==> config.mk <==
export PLATFORM = sky130hd
export DESIGN_NAME = eeprom_wear_level_ring_log
export DESIGN_NICKNAME = d
export VERILOG_FILES = /design/src/design/ewl_pkg.sv /design/src/design/eeprom_wear_level_ring_log.sv /design/src/design/ewl_dp.sv /design/src/design/ewl_ctrl.sv
export VERILOG_INCLUDE_DIRS = /design/src /design/src/design
export SDC_FILE = /design/constraint.sdc
export NUM_CORES = 1
export LEC_CHECK = 0
export BUFFER_PORTS_ARGS = -buffer_cell sky130_fd_sc_hd__buf_2
export CAP_MARGIN = 15
export CORE_ASPECT_RATIO = 2
export CORE_MARGIN = 5
export CORE_UTILIZATION = 50
export DETAILED_ROUTE_END_ITERATION = 16
export PLACE_DENSITY = 0.72
export SLEW_MARGIN = 0
export SYNTH_ARGS = -nofsm -noshare
export SYNTH_HDL_FRONTEND = slang
export SYNTH_SLANG_ARGS = --single-unit
export TNS_END_PERCENT = 10
==> constraint.sdc <==
create_clock -name clock -period 7.2 [get_ports clock]
set_clock_uncertainty 0.05 [all_clocks]
set_input_delay 0.72 -clock clock [delete_from_list [all_inputs] [get_ports clock]]
set_output_delay 0.72 -clock clock [all_outputs]
set_load 0.02 [all_outputs]
==> src/design/eeprom_wear_level_ring_log_defines.svh <==
// assertion macros for the ring log controller
`ifndef EEPROM_WEAR_LEVEL_RING_LOG_DEFINES_SVH
`define EEPROM_WEAR_LEVEL_RING_LOG_DEFINES_SVH

`ifndef NO_ASSERTIONS

// property checked on every clock edge outside reset
`define EWL_ASSERT(lbl, prop) \
   lbl: assert property (@(posedge clock) disable iff (reset) (prop)) \
      else $error("ring log check failed");

// condition implies another condition in the next cycle
`define EWL_ASSERT_NEXT(lbl, cond, expect_next) \
   lbl: assert property (@(posedge clock) disable iff (reset) (cond) |=> (expect_next)) \
      else $error("ring log sequencing check failed");

`else

`define EWL_ASSERT(lbl, prop)
`define EWL_ASSERT_NEXT(lbl, cond, expect_next)

`endif

`endif

==> src/design/ewl_pkg.sv <==
package ewl_pkg;

   localparam int MAX_SLOTS = 16;
   localparam int IDX_W     = (MAX_SLOTS > 1) ? $clog2(MAX_SLOTS) : 1;
   localparam int CNT_W     = $clog2(MAX_SLOTS + 1);

   localparam logic [31:0] EMPTY_SEQ = 32'hFFFF_FFFF;
   localparam logic [31:0] TOP_SEQ   = 32'hFFFF_FFFE;
   localparam logic [15:0] EMPTY_VAL = 16'hFFFF;

   // request codes
   localparam logic [1:0] REQ_WRITE   = 2'd0;
   localparam logic [1:0] REQ_READ    = 2'd1;
   localparam logic [1:0] REQ_CLEAR   = 2'd2;
   localparam logic [1:0] REQ_HISTORY = 2'd3;

   // configuration register indexes
   localparam logic [1:0] CSR_BASE_ADDRESS = 2'd0;
   localparam logic [1:0] CSR_SLOT_BYTES   = 2'd1;
   localparam logic [1:0] CSR_SLOTS_IN_USE = 2'd2;

   // result kinds
   localparam logic [1:0] OUT_ENTRY  = 2'd0;
   localparam logic [1:0] OUT_NODATA = 2'd1;
   localparam logic [1:0] OUT_FINAL  = 2'd2;

   typedef struct packed {
      logic [1:0]  req_type;
      logic [15:0] new_value;
      logic [7:0]  history_count;
   } ewl_in_word_type;

   typedef struct packed {
      logic        status;
      logic [5:0]  slot_index;
      logic [15:0] byte_address;
      logic [31:0] sequence_number;
      logic [15:0] stored_value;
      logic [5:0]  empty_count;
      logic        last;
   } ewl_out_word_type;

   typedef struct packed {
      logic       start;
      logic       scan;
      logic       exec_write;
      logic       exec_clear;
      logic       sel_best;
      logic       hist_init;
      logic       hist_step;
      logic       load;
      logic [1:0] kind;
      logic       out_last;
   } ewl_cmd_type;

   typedef struct packed {
      logic [1:0] req_type;
      logic       found;
      logic       scan_last;
      logic       hist_left;
      logic       cur_empty;
      logic       out_free;
   } ewl_stat_type;

endpackage

==> src/design/eeprom_wear_level_ring_log.sv <==
// Wear-levelling ring log over up to 16 slots of sequence number and value. One request is handled
// at a time: req_stall is low only while the block is idle. Every request first scans the
// ring one slot per cycle to find the newest entry; a write, read or clear then gives a
// single result word, held in the output register while rsp_stall is high. History walks
// the slots of its window, emitting each filled one as an entry word, then closes with a
// final word; when the ring holds an entry, that last word carries the number of empty
// slots in the window. Configuration writes are always taken (csr_ready stays high) but
// should only be issued while the block is idle; index 3 is ignored.
module eeprom_wear_level_ring_log
   import ewl_pkg::*;
(
   input  logic             clock,
   input  logic             reset,
   input  logic             req_valid,
   output logic             req_stall,
   input  ewl_in_word_type  req_data,
   output logic             rsp_valid,
   input  logic             rsp_stall,
   output ewl_out_word_type rsp_data,
   input  logic             csr_valid,
   output logic             csr_ready,
   input  logic [1:0]       csr_index,
   input  logic [15:0]      csr_wdata
);

   ewl_cmd_type  cmd;
   ewl_stat_type stat;
   logic         csr_we;

   assign csr_ready = 1'b1;
   assign csr_we    = csr_valid && csr_ready;

   ewl_ctrl u_ctrl (
      .clock     (clock),
      .reset     (reset),
      .req_valid (req_valid),
      .req_stall (req_stall),
      .stat      (stat),
      .cmd       (cmd)
   );

   ewl_dp u_dp (
      .clock     (clock),
      .reset     (reset),
      .req_data  (req_data),
      .csr_we    (csr_we),
      .csr_index (csr_index),
      .csr_wdata (csr_wdata),
      .cmd       (cmd),
      .stat      (stat),
      .rsp_stall (rsp_stall),
      .rsp_valid (rsp_valid),
      .rsp_data  (rsp_data)
   );

endmodule

==> src/design/ewl_dp.sv <==
module ewl_dp
   import ewl_pkg::*;
(
   input  logic             clock,
   input  logic             reset,
   input  ewl_in_word_type  req_data,
   input  logic             csr_we,
   input  logic [1:0]       csr_index,
   input  logic [15:0]      csr_wdata,
   input  ewl_cmd_type      cmd,
   output ewl_stat_type     stat,
   input  logic             rsp_stall,
   output logic             rsp_valid,
   output ewl_out_word_type rsp_data
);

   localparam int PW = IDX_W + 2;

   // configuration
   logic [15:0] base_ff;
   logic [7:0]  slot_bytes_ff;
   logic [4:0]  slots_ff;

   // slot store, valid bits stand in for the empty reset state
   logic [31:0]          seq_ff [MAX_SLOTS];
   logic [15:0]          val_ff [MAX_SLOTS];
   logic [MAX_SLOTS-1:0] vld_ff;

   ewl_in_word_type  req_ff;
   logic [CNT_W-1:0] n_ff;
   logic [IDX_W-1:0] scan_idx_ff;
   logic [31:0]      best_seq_ff;
   logic [IDX_W-1:0] best_idx_ff;
   logic             found_ff;
   logic [IDX_W-1:0] sel_ff;
   logic [IDX_W-1:0] ptr_ff;
   logic [CNT_W-1:0] rem_ff;
   logic [CNT_W-1:0] empties_ff;

   ewl_out_word_type out_ff;
   logic             out_valid_ff;

   logic [CNT_W-1:0] n_in;
   logic             scan_filled;
   logic [31:0]      scan_seq;
   logic [IDX_W-1:0] wslot;
   logic [31:0]      wseq;
   logic [CNT_W-1:0] hist_cnt;
   logic [PW-1:0]    ptr_sum;
   logic [IDX_W-1:0] ptr_start;
   logic [IDX_W-1:0] ptr_next;
   logic             cur_empty;
   logic [IDX_W+7:0] addr_prod;
   ewl_out_word_type out_in;

   always_comb begin
      if (slots_ff == '0) begin
         n_in = CNT_W'(1);
      end else if (32'(slots_ff) > MAX_SLOTS) begin
         n_in = CNT_W'(MAX_SLOTS);
      end else begin
         n_in = CNT_W'(slots_ff);
      end
   end

   assign scan_seq    = seq_ff[scan_idx_ff];
   assign scan_filled = vld_ff[scan_idx_ff] && (scan_seq != EMPTY_SEQ);

   // next slot after the newest, wrapping at the ring length
   always_comb begin
      if (!found_ff) begin
         wslot = '0;
         wseq  = 32'd1;
      end else begin
         wslot = (CNT_W'(best_idx_ff) == n_ff - CNT_W'(1)) ? '0 : best_idx_ff + IDX_W'(1);
         wseq  = (best_seq_ff >= TOP_SEQ) ? TOP_SEQ : best_seq_ff + 32'd1;
      end
   end

   // oldest slot of the history window: newest - (count - 1) around the ring
   assign hist_cnt  = (req_ff.history_count > 8'(n_ff)) ? n_ff : CNT_W'(req_ff.history_count);
   assign ptr_sum   = PW'(best_idx_ff) + PW'(n_ff) + PW'(1) - PW'(hist_cnt);
   assign ptr_start = (ptr_sum >= PW'(n_ff)) ? IDX_W'(ptr_sum - PW'(n_ff)) : IDX_W'(ptr_sum);
   assign ptr_next  = (CNT_W'(ptr_ff) == n_ff - CNT_W'(1)) ? '0 : ptr_ff + IDX_W'(1);
   assign cur_empty = !vld_ff[ptr_ff] || (seq_ff[ptr_ff] == EMPTY_SEQ);

   assign addr_prod = (IDX_W+8)'(sel_ff) * (IDX_W+8)'(slot_bytes_ff);

   always_comb begin
      out_in = '0;
      case (cmd.kind)
         OUT_ENTRY: begin
            out_in.slot_index      = 6'(sel_ff);
            out_in.byte_address    = base_ff + 16'(addr_prod);
            out_in.sequence_number = seq_ff[sel_ff];
            out_in.stored_value    = val_ff[sel_ff];
            out_in.last            = cmd.out_last;
         end
         OUT_NODATA: begin
            out_in.status = 1'b1;
            out_in.last   = 1'b1;
         end
         OUT_FINAL: begin
            out_in.empty_count = 6'(empties_ff);
            out_in.last        = 1'b1;
         end
         default: begin
            out_in.last = 1'b1;
         end
      endcase
   end

   always_ff @(posedge clock) begin
      if (reset) begin
         base_ff       <= '0;
         slot_bytes_ff <= 8'd6;
         slots_ff      <= 5'd16;
      end else if (csr_we) begin
         case (csr_index)
            CSR_BASE_ADDRESS: base_ff       <= csr_wdata;
            CSR_SLOT_BYTES:   slot_bytes_ff <= csr_wdata[7:0];
            CSR_SLOTS_IN_USE: slots_ff      <= csr_wdata[4:0];
            default: ;
         endcase
      end
   end

   always_ff @(posedge clock) begin
      if (reset) begin
         vld_ff <= '0;
      end else if (cmd.exec_clear) begin
         vld_ff <= '0;
      end else if (cmd.exec_write) begin
         vld_ff[wslot] <= 1'b1;
      end
   end

   always_ff @(posedge clock) begin
      if (cmd.exec_write) begin
         seq_ff[wslot] <= wseq;
         val_ff[wslot] <= req_ff.new_value;
      end
   end

   always_ff @(posedge clock) begin
      if (reset) begin
         found_ff <= 1'b0;
      end else if (cmd.start) begin
         found_ff <= 1'b0;
      end else if (cmd.scan && scan_filled) begin
         found_ff <= 1'b1;
      end
   end

   always_ff @(posedge clock) begin
      if (cmd.start) begin
         req_ff      <= req_data;
         n_ff        <= n_in;
         scan_idx_ff <= '0;
         empties_ff  <= '0;
         rem_ff      <= '0;
      end
      if (cmd.scan) begin
         scan_idx_ff <= scan_idx_ff + IDX_W'(1);
         if (scan_filled && (!found_ff || scan_seq >= best_seq_ff)) begin
            best_seq_ff <= scan_seq;
            best_idx_ff <= scan_idx_ff;
         end
      end
      if (cmd.exec_write) begin
         sel_ff <= wslot;
      end
      if (cmd.sel_best) begin
         sel_ff <= best_idx_ff;
      end
      if (cmd.hist_init) begin
         ptr_ff <= ptr_start;
         rem_ff <= hist_cnt;
      end
      if (cmd.hist_step) begin
         ptr_ff <= ptr_next;
         rem_ff <= rem_ff - CNT_W'(1);
         if (cur_empty) begin
            empties_ff <= empties_ff + CNT_W'(1);
         end else begin
            sel_ff <= ptr_ff;
         end
      end
   end

   always_ff @(posedge clock) begin
      if (reset) begin
         out_valid_ff <= 1'b0;
      end else if (cmd.load) begin
         out_valid_ff <= 1'b1;
      end else if (!rsp_stall) begin
         out_valid_ff <= 1'b0;
      end
   end

   always_ff @(posedge clock) begin
      if (cmd.load) begin
         out_ff <= out_in;
      end
   end

   assign stat.req_type  = req_ff.req_type;
   assign stat.found     = found_ff;
   assign stat.scan_last = (CNT_W'(scan_idx_ff) == n_ff - CNT_W'(1));
   assign stat.hist_left = (rem_ff != '0);
   assign stat.cur_empty = cur_empty;
   assign stat.out_free  = !out_valid_ff || !rsp_stall;

   assign rsp_valid = out_valid_ff;
   assign rsp_data  = out_ff;

endmodule

==> src/design/ewl_ctrl.sv <==
`include "eeprom_wear_level_ring_log_defines.svh"

module ewl_ctrl
   import ewl_pkg::*;
(
   input  logic         clock,
   input  logic         reset,
   input  logic         req_valid,
   output logic         req_stall,
   input  ewl_stat_type stat,
   output ewl_cmd_type  cmd
);

   localparam logic [2:0] S_IDLE = 3'd0;
   localparam logic [2:0] S_SCAN = 3'd1;
   localparam logic [2:0] S_EXEC = 3'd2;
   localparam logic [2:0] S_HIST = 3'd3;
   localparam logic [2:0] S_EMIT = 3'd4;

   logic [2:0] state_ff;
   logic [2:0] state_in;
   logic [1:0] kind_ff;
   logic [1:0] kind_in;
   logic       hist_entry;

   // an entry found by the history walk is not the final word
   assign hist_entry = (kind_ff == OUT_ENTRY) && (stat.req_type == REQ_HISTORY);

   assign req_stall = (state_ff != S_IDLE);

   always_comb begin
      state_in = state_ff;
      kind_in  = kind_ff;
      cmd      = '0;
      case (state_ff)
         S_IDLE: begin
            if (req_valid) begin
               cmd.start = 1'b1;
               state_in  = S_SCAN;
            end
         end
         S_SCAN: begin
            cmd.scan = 1'b1;
            if (stat.scan_last) begin
               state_in = S_EXEC;
            end
         end
         S_EXEC: begin
            state_in = S_EMIT;
            case (stat.req_type)
               REQ_WRITE: begin
                  cmd.exec_write = 1'b1;
                  kind_in        = OUT_ENTRY;
               end
               REQ_READ: begin
                  cmd.sel_best = stat.found;
                  kind_in      = stat.found ? OUT_ENTRY : OUT_NODATA;
               end
               REQ_CLEAR: begin
                  cmd.exec_clear = 1'b1;
                  kind_in        = OUT_FINAL;
               end
               default: begin
                  if (stat.found) begin
                     cmd.hist_init = 1'b1;
                     state_in      = S_HIST;
                  end else begin
                     kind_in = OUT_NODATA;
                  end
               end
            endcase
         end
         S_HIST: begin
            if (!stat.hist_left) begin
               kind_in  = OUT_FINAL;
               state_in = S_EMIT;
            end else begin
               cmd.hist_step = 1'b1;
               if (!stat.cur_empty) begin
                  kind_in  = OUT_ENTRY;
                  state_in = S_EMIT;
               end
            end
         end
         S_EMIT: begin
            cmd.kind     = kind_ff;
            cmd.out_last = !hist_entry;
            if (stat.out_free) begin
               cmd.load = 1'b1;
               state_in = hist_entry ? S_HIST : S_IDLE;
            end
         end
         default: begin
            state_in = S_IDLE;
         end
      endcase
   end

   always_ff @(posedge clock) begin
      if (reset) begin
         state_ff <= S_IDLE;
         kind_ff  <= OUT_FINAL;
      end else begin
         state_ff <= state_in;
         kind_ff  <= kind_in;
      end
   end

   `EWL_ASSERT_NEXT(a_accept_starts_scan, req_valid && !req_stall, state_ff == S_SCAN)
   `EWL_ASSERT(a_load_only_when_free, !cmd.load || stat.out_free)
   `EWL_ASSERT_NEXT(a_scan_ends_in_exec, state_ff == S_SCAN && stat.scan_last, state_ff == S_EXEC)
   `EWL_ASSERT(a_one_store_update, !(cmd.exec_write && cmd.exec_clear))

endmodule
==> summary.md, run 1 <==
| Metric | Value |
|---|---|
| Setup tns final | 0 ps |
| Area leader, netlist | edfxtp_1 |
| Flop pwr share | 45.1% |
| Post-layout nets | 3074 |
| Pleak | 16.9 nW |
| Clock buffer depth | 3 |
| Critical Path RT | 7740 ps |
| Gpl congestion | 0.998 |
| Std-Cell Rows | 158 |
| DP Wirelength | 96400 um |
| Clock latency on the worst-skew pair | 720 ps |
| DIE HEIGHT | 441 um |
| DP Cell Count | 4017 |
| Clk pwr share | 34.4% |
| Pin count of the biggest net entering global routing | 65 |
| Main flop type after synthesis | edfxtp_1 |
| Synth top area share | 59.6% |
| Core area | 92500 um^2 |
| Startpoint types | flip-flop |
| Largest family of logic cells by synthesized area | multiplexers |
| Clock root buffer | clkbuf_16 |
| CTS resizes | 0 |
| WHS Endpoint | u_dp.stat[6] |
| Register area share after synthesis | 62.6% |
| Via-to-Cell Ratio | 6.82 |
| Drt pass-1 iters | 7 |
| Status | complete, no violations |
| Cell Pwr Density | 285 nW/um^2 |
| FFs w/ async S/R, synth | 0% |
| Layout cells sized above 1 | 26.4% |
| Least-Margin Pin Slew | 1270 ps |
| Synth cell types | 74 |
| Cell Int Power | 0.0106 W |
| Xor-xnor portion of the synthesized cell area | 1.26% |
| Crit path capture type | flip-flop |
| Final Hold Fails | 0 |
| CTS Hold Bufs | 0 |
| All-Layer GR Usage | 28.8% |
| Setup ws final | 1190 ps |
| Final antenna-violating net count | 0 |
| PortBufs | 125 |
| Min-Delay Path Depth | 1 |
| Psw | 0.00416 W |
| 1st-iter DRT viols | 3737 |
| Clk sinks | 992 |
| Cts bufs inserted | 89 |
| Gate power share | 20.4% |
| R2r setup slk | 1190 ps |
| I/O Pins | 130 |
| Reg2reg start | u_dp.n_ff[1] |
| Final min period | 6010 ps |
| Fin cells | 4189 |
| Final setup fails | 0 |
| Initial antenna violation count | 3 |
| First-pass GRT wire length | 205000 um |
| Synth top area cells | edfxtp_1 (60%), mux4_2 (18%), dfxtp_1 (3.0%) |
| Period utilization | 83.4% |
| R2R depth | 22 |
| Global route overflow | 0 |
| Compound-Gate Fraction of Synth Area | 4.18% |
| Routed WL | 144000 um |
| Cells after synthesis | 2763 |
| CTS clk-pin slew, worst paths | 70 ps |
| Final cell utilization of the core | 56.1% |
| Simple-gate area share of the yosys netlist | 7.22% |
| Synth warnings | 0 |
| Slew Limit Headroom | 14.4% |
| Fmax | 167 MHz |
| Max Slew Vio Count | 0 |
| Starting Density | 50.2% |
| Die area | 99500 um^2 |
| Post-Place Worst Slack | 1130 ps |
| Post-synthesis mux area share | 19.0% |
| Number of synthesized flops with an enable pin | 923 |
| Worst hold path type | in2reg |
| Post-CTS setup buffers | 0 |
| Max Cap Viol | 0 |
| Cell Area, Synth | 46500 um^2 |
| Sw Ratio | 28.2% |
| Die width | 226 um |
| RSZ-0062 raised after global routing | false |
| Critical Path Fanout Max | 7 |
| Hold slack | 139 ps |
| Total number of vias | 28600 |
| Area grow syn2layout | 11.6% |
| DR DRC count | 0 |
| DR WL/cell | 34.3 um |
| Type of the worst setup path | reg2reg |
| Hold_sp | req_data[25] |
| Maximum VDD drop | 209 uV |
| CTS tree | done |
| H-tree Lvls | 3 |
| Arrival time at the worst endpoint | 6550 ps |
| Synth Area in Adders | 3.42% |
| Mean post-synth cell area | 16.8 um^2 |
| Vias in the first global route | 29800 |
| Flops & latches, synth | 992 |
==> area by class of cell <==
type / instances / area [um^2]
antenna: 1 / 2.50
clock buffer: 109 / 2420
clock inverter: 57 / 656
fill: 7107 / 40700
inverter: 107 / 402
multi-input combinational: 1515 / 16500
sequential: 992 / 29100
tap: 1200 / 1500
timing repair buffer: 208 / 1290
==> flip-flops by register name (all words and copies together) (netlist names), 5 cells and up, named ones only <==
name	cells
u_dp.seq_ff	512
u_dp.val_ff	256
u_dp.rsp_data	75
u_dp.best_seq_ff	32
u_dp.req_ff	24
u_dp.base_ff	16
u_dp.vld_ff	16
u_dp.slot_bytes_ff	8
u_dp.empties_ff	5
u_dp.n_ff	5
u_dp.rem_ff	5
u_dp.slots_ff	5
==> power groups by stage <==
stage               Sequential (W)  Combinational (W)  Clock (W)
finish                     0.00666            0.00302    0.00509
global route               0.00668            0.00317    0.00539
CTS                        0.00667            0.00300    0.00516
detailed placement         0.00679            0.00298          0
global placement           0.00678            0.00296          0
floorplan                  0.00661            0.00215          0
==> layer usage <==
metal | routed length, um | global-route usage [%] | up-vias
li1 | - | - | 11600
met1 | 44700 | 30.6 | 14600
met2 | 74100 | 50.4 | 1848
met3 | 10300 | 4.50 | 542
met4 | 14600 | 22.9 | 2
met5 | 20 | 0 | -
==> synth_stat cells, drive strengths merged (12+ instances only) <==
library cell  instances
edfxtp              923
mux4                377
nand2               143
nand4               118
inv                 106
clkbuf               97
a21oi                88
ha                   87
nor2                 73
dfxtp                69
nor3                 68
nor2b                66
a22oi                65
buf                  54
nand3                52
xnor2                47
o21ai                36
and2                 27
fa                   25
o21a                 22
mux2i                21
xor2                 19
a21o                 13
or3                  13
nor4                 12
==> logic make-up after synthesis <==
family	Yosys count
AOI/OAI and AO/OA	293
xor gates and xnor gates	66
adders and majority gates	112
buffers and inverters	258
DFF	992
muxes	409
other	2
and+or+nand+nor	631
==> worst max path at each step <==
stage | startpoint | end | slack, ps | cells after the start
after floorplan | u_dp.n_ff[1] | u_dp.seq_ff[11][0] | -90 | 9
after global placement | u_dp.n_ff[1] | flip-flop | 1110 | 22
after detailed placement | u_dp.n_ff[1] | flip-flop | 1130 | 22
after CTS | u_dp.n_ff[1] | flip-flop | 1060 | 22
after global routing | u_dp.n_ff[1] | flip-flop | 690 | 22
final | u_dp.n_ff[1] | flip-flop | 1190 | 22
==> cells in the final DEF (no fill, tap or decap), drive strengths merged, types with 19 or more instances in the layout <==
master,n
a21oi,88
a22oi,65
and2,27
buf,208
clkbuf,109
clkinv,32
dfxtp,69
edfxtp,923
fa,25
ha,87
inv,115
mux2i,21
mux4,377
nand2,143
nand3,52
nand4,118
nor2,73
nor2b,66
nor3,68
o21a,22
o21ai,36
xnor2,47
xor2,19
==> stage by stage <==
step           area, um^2  total power [W]
4_1_cts             51800           0.0148
2_1_floorplan       46500          0.00876
6_report            51900           0.0148
3_3_place_gp        48700          0.00974
5_1_grt             51900           0.0152
3_5_place_dp        48700          0.00977
==> worst max-delay path, cell delays in order (launching register included) <==
cell and delay, ps:
edfxtp_1 570, inv_1 220, ha_1 340, nor2b_1 130, o21a_1 160, o21a_1 170
o21a_1 160, o22ai_1 120, nor4b_2 680, mux2i_1 370, fa_1 490, ha_1 300
xnor2_1 190, ha_1 180, inv_1 50, ha_1 190, a211o_1 280, a21oi_1 160
o21ai_0 130, a21oi_2 290, mux2i_1 240, o22ai_1 120, mux2_2 300
(Power assumes the default switching activity.)
==> run 2, diff against run 1 <==
- PLACE_DENSITY: 0.72 -> 0.69
- clock period: 7.2 -> 6 ns (I/O delays scaled with it)
==> summary.md, run 2 (synthesis results as in run 1) <==
| Metric | Value |
|---|---|
| Clock root buffer | clkbuf_16 |
| Pin count of the biggest net entering global routing | 152 (+130%) |
| Register area | 29100 um^2 (unchanged) |
| CTS Hold Bufs | 12 (+12) |
| Max Cap Viol | 0 (unchanged) |
| 1st-iter DRT viols | 3186 (-15%) |
| Startpoint types | flip-flop |
| Commonest non-fill, non-tap cell in the layout | edfxtp_1 |
| Worst hold path type | in2reg |
| Drt pass-1 iters | 5 (-2) |
| Routed WL | 144000 um (+0.14%) |
| Fill cells | 7095 (-0.17%) |
| Largest register FFs | 512 (unchanged) |
| First-pass GRT wire length | 205000 um (about the same) |
| R2R depth | 21 (-4.5%) |
| Pleak | 17.0 nW (+0.53%) |
| Via-to-Cell Ratio | 6.75 (-0.98%) |
| Clock buffer depth | 3 (unchanged) |
| I/O Pins | 130 (unchanged) |
| Std-Cell Rows | 158 (unchanged) |
| Reg2reg start | u_dp.n_ff[1] |
| Max Slew Vio Count | 0 (unchanged) |
| Status | complete, no violations |
| Least-Margin Pin Slew | 1240 ps (-20.6 ps) |
| Multi-input gate area | 16500 um^2 (about the same) |
| Gpl congestion | 0.977 (-2.1%) |
| Clk sinks | 992 (unchanged) |
| Crit path capture type | flip-flop |
| Cts bufs inserted | 88 (-1.1%) |
| Setup ws final | 565 ps (-629 ps) |
| Area grow syn2layout | 12.1% |
| Die area | 99500 um^2 (unchanged) |
| Most frequent cells in the layout | edfxtp_1 (923), mux4_2 (377), nand2_1 (143), buf_2 (125), nand4_1 (118) |
| Hold slack | 42.4 ps (-96.5 ps) |
| Starting Density | 50.2% (unchanged) |
| RSZ-0062 raised after global routing | false |
| Final min period | 5430 ps (-571 ps) |
| Period utilization | 90.6% (+7.2 points) |
| R2r setup slk | 570 ps (-630 ps) |
| Hold_sp | req_data[11] |
| Post-CTS setup buffers | 0 (unchanged) |
| DR WL/cell | 34.2 um (-0.40%) |
| Layout cells sized above 1 | 26.7% (+0.33 points) |
| H-tree Lvls | 3 (unchanged) |
| Cell Pwr Density | 336 nW/um^2 (+18%) |
| Core area | 92500 um^2 (unchanged) |
| Fmax | 184 MHz (+11%) |
| Initial antenna violation count | 0 (-3) |
| Die width | 226 um (unchanged) |
| Maximum VDD drop | 239 uV (+14%) |
| Critical Path RT | 6530 ps (-1210 ps) |
| Global route overflow | 0 (unchanged) |
| Post-layout nets | 3098 (+0.78%) |
| CTS tree | done |
| All-Layer GR Usage | 28.9% (+0.086 points) |
| Fin cells | 4212 (+0.55%) |
| WHS Endpoint | u_dp.req_ff[11] |
| Arrival time at the worst endpoint | 5960 ps (-590 ps) |
| Critical Path Fanout Max | 4 (-3) |
| DIE HEIGHT | 441 um (unchanged) |
| Slew Limit Headroom | 16.4% (+1.9 points) |
| Total number of vias | 28400 (-0.44%) |
| Min-Delay Path Depth | 1 (unchanged) |
| Final setup fails | 0 (unchanged) |
| PortBufs | 125 (unchanged) |
| Reg with most FFs | u_dp.seq_ff |
| DP Cell Count | 4028 (+0.27%) |
| Final cell utilization of the core | 56.3% (+0.27 points) |
| DR DRC count | 0 (unchanged) |
| Clock latency on the worst-skew pair | 710 ps (about the same) |
| Final antenna-violating net count | 0 (unchanged) |
| CTS clk-pin slew, worst paths | 70 ps (about the same) |
| Type of the worst setup path | reg2reg |
| DP Wirelength | 97600 um (+1.3%) |
| Final Hold Fails | 0 (unchanged) |
| Vias in the first global route | 29700 (-0.30%) |
| Post-Place Worst Slack | 567 ps (-561 ps) |
| CTS resizes | 0 (unchanged) |
-- run 2: cell count changes in the layout (fill, tap and decap cells not counted), moves of 5 or more --
cell	previous run	this run
clkbuf_16	94	89
dlygate4sd3_1	0	12
clkbuf_1	14	6
clkinv_4	3	12
buf_12	3	11
-- run 2: worst max-delay path by stage --
stage,from,to,depth (start not counted)
after CTS,u_dp.n_ff[1],flip-flop,24
final,u_dp.n_ff[1],flip-flop,21
after global placement,u_dp.n_ff[1],flip-flop,22
after global routing,u_dp.n_ff[1],flip-flop,22
after floorplan,u_dp.n_ff[1],u_dp.seq_ff[11][0],9
after detailed placement,u_dp.n_ff[1],flip-flop,24
-- run 2: layer usage --
layer  vias up  track usage [%]  wire [um]
met5         -                0          0
met4         0             22.8      14500
met3       513             4.01       9690
met2      1711             50.9      74900
met1     14600             30.7      44800
li1      11600                -          -
-- run 2: metrics by stage --
stage          cell area, um^2  setup TNS [ps]  power [W]
5_1_grt                  52100               0     0.0181
3_3_place_gp             48900               0     0.0117
4_1_cts                  52000               0     0.0176
6_report                 52100               0     0.0175
2_1_floorplan            46500         -158220     0.0105
3_5_place_dp             48900               0     0.0117
-- run 2: area by class of cell --
type	count	share of cell area, %
Multi-Input combinational cell	1515	31.6
Timing Repair Buffer	233	3.12
Sequential cell	992	55.9
Inverter	107	0.771
Antenna cell	1	0.00480
Clock inverter	64	1.26
Tap cell	1200	2.88
Clock buffer	100	4.45
-- run 2: worst max-delay path, stage by stage (launching register included) --
cell	delay, ps
edfxtp_1	390
inv_1	100
ha_1	250
nor2b_1	130
o21a_1	160
o21a_1	160
o21a_1	170
o22ai_1	180
nor4b_2	330
buf_4	220
mux2_2	390
ha_1	330
fa_1	510
xor2_1	210
ha_1	240
a211o_1	260
a21oi_1	140
o21ai_0	130
a21oi_2	280
mux2i_1	260
o21ai_0	130
mux2_2	300
-- run 2: power by group --
group          switching, W  internal [W]
Clock               0.00267       0.00321
Sequential         0.000235       0.00771
Combinational       0.00206       0.00164
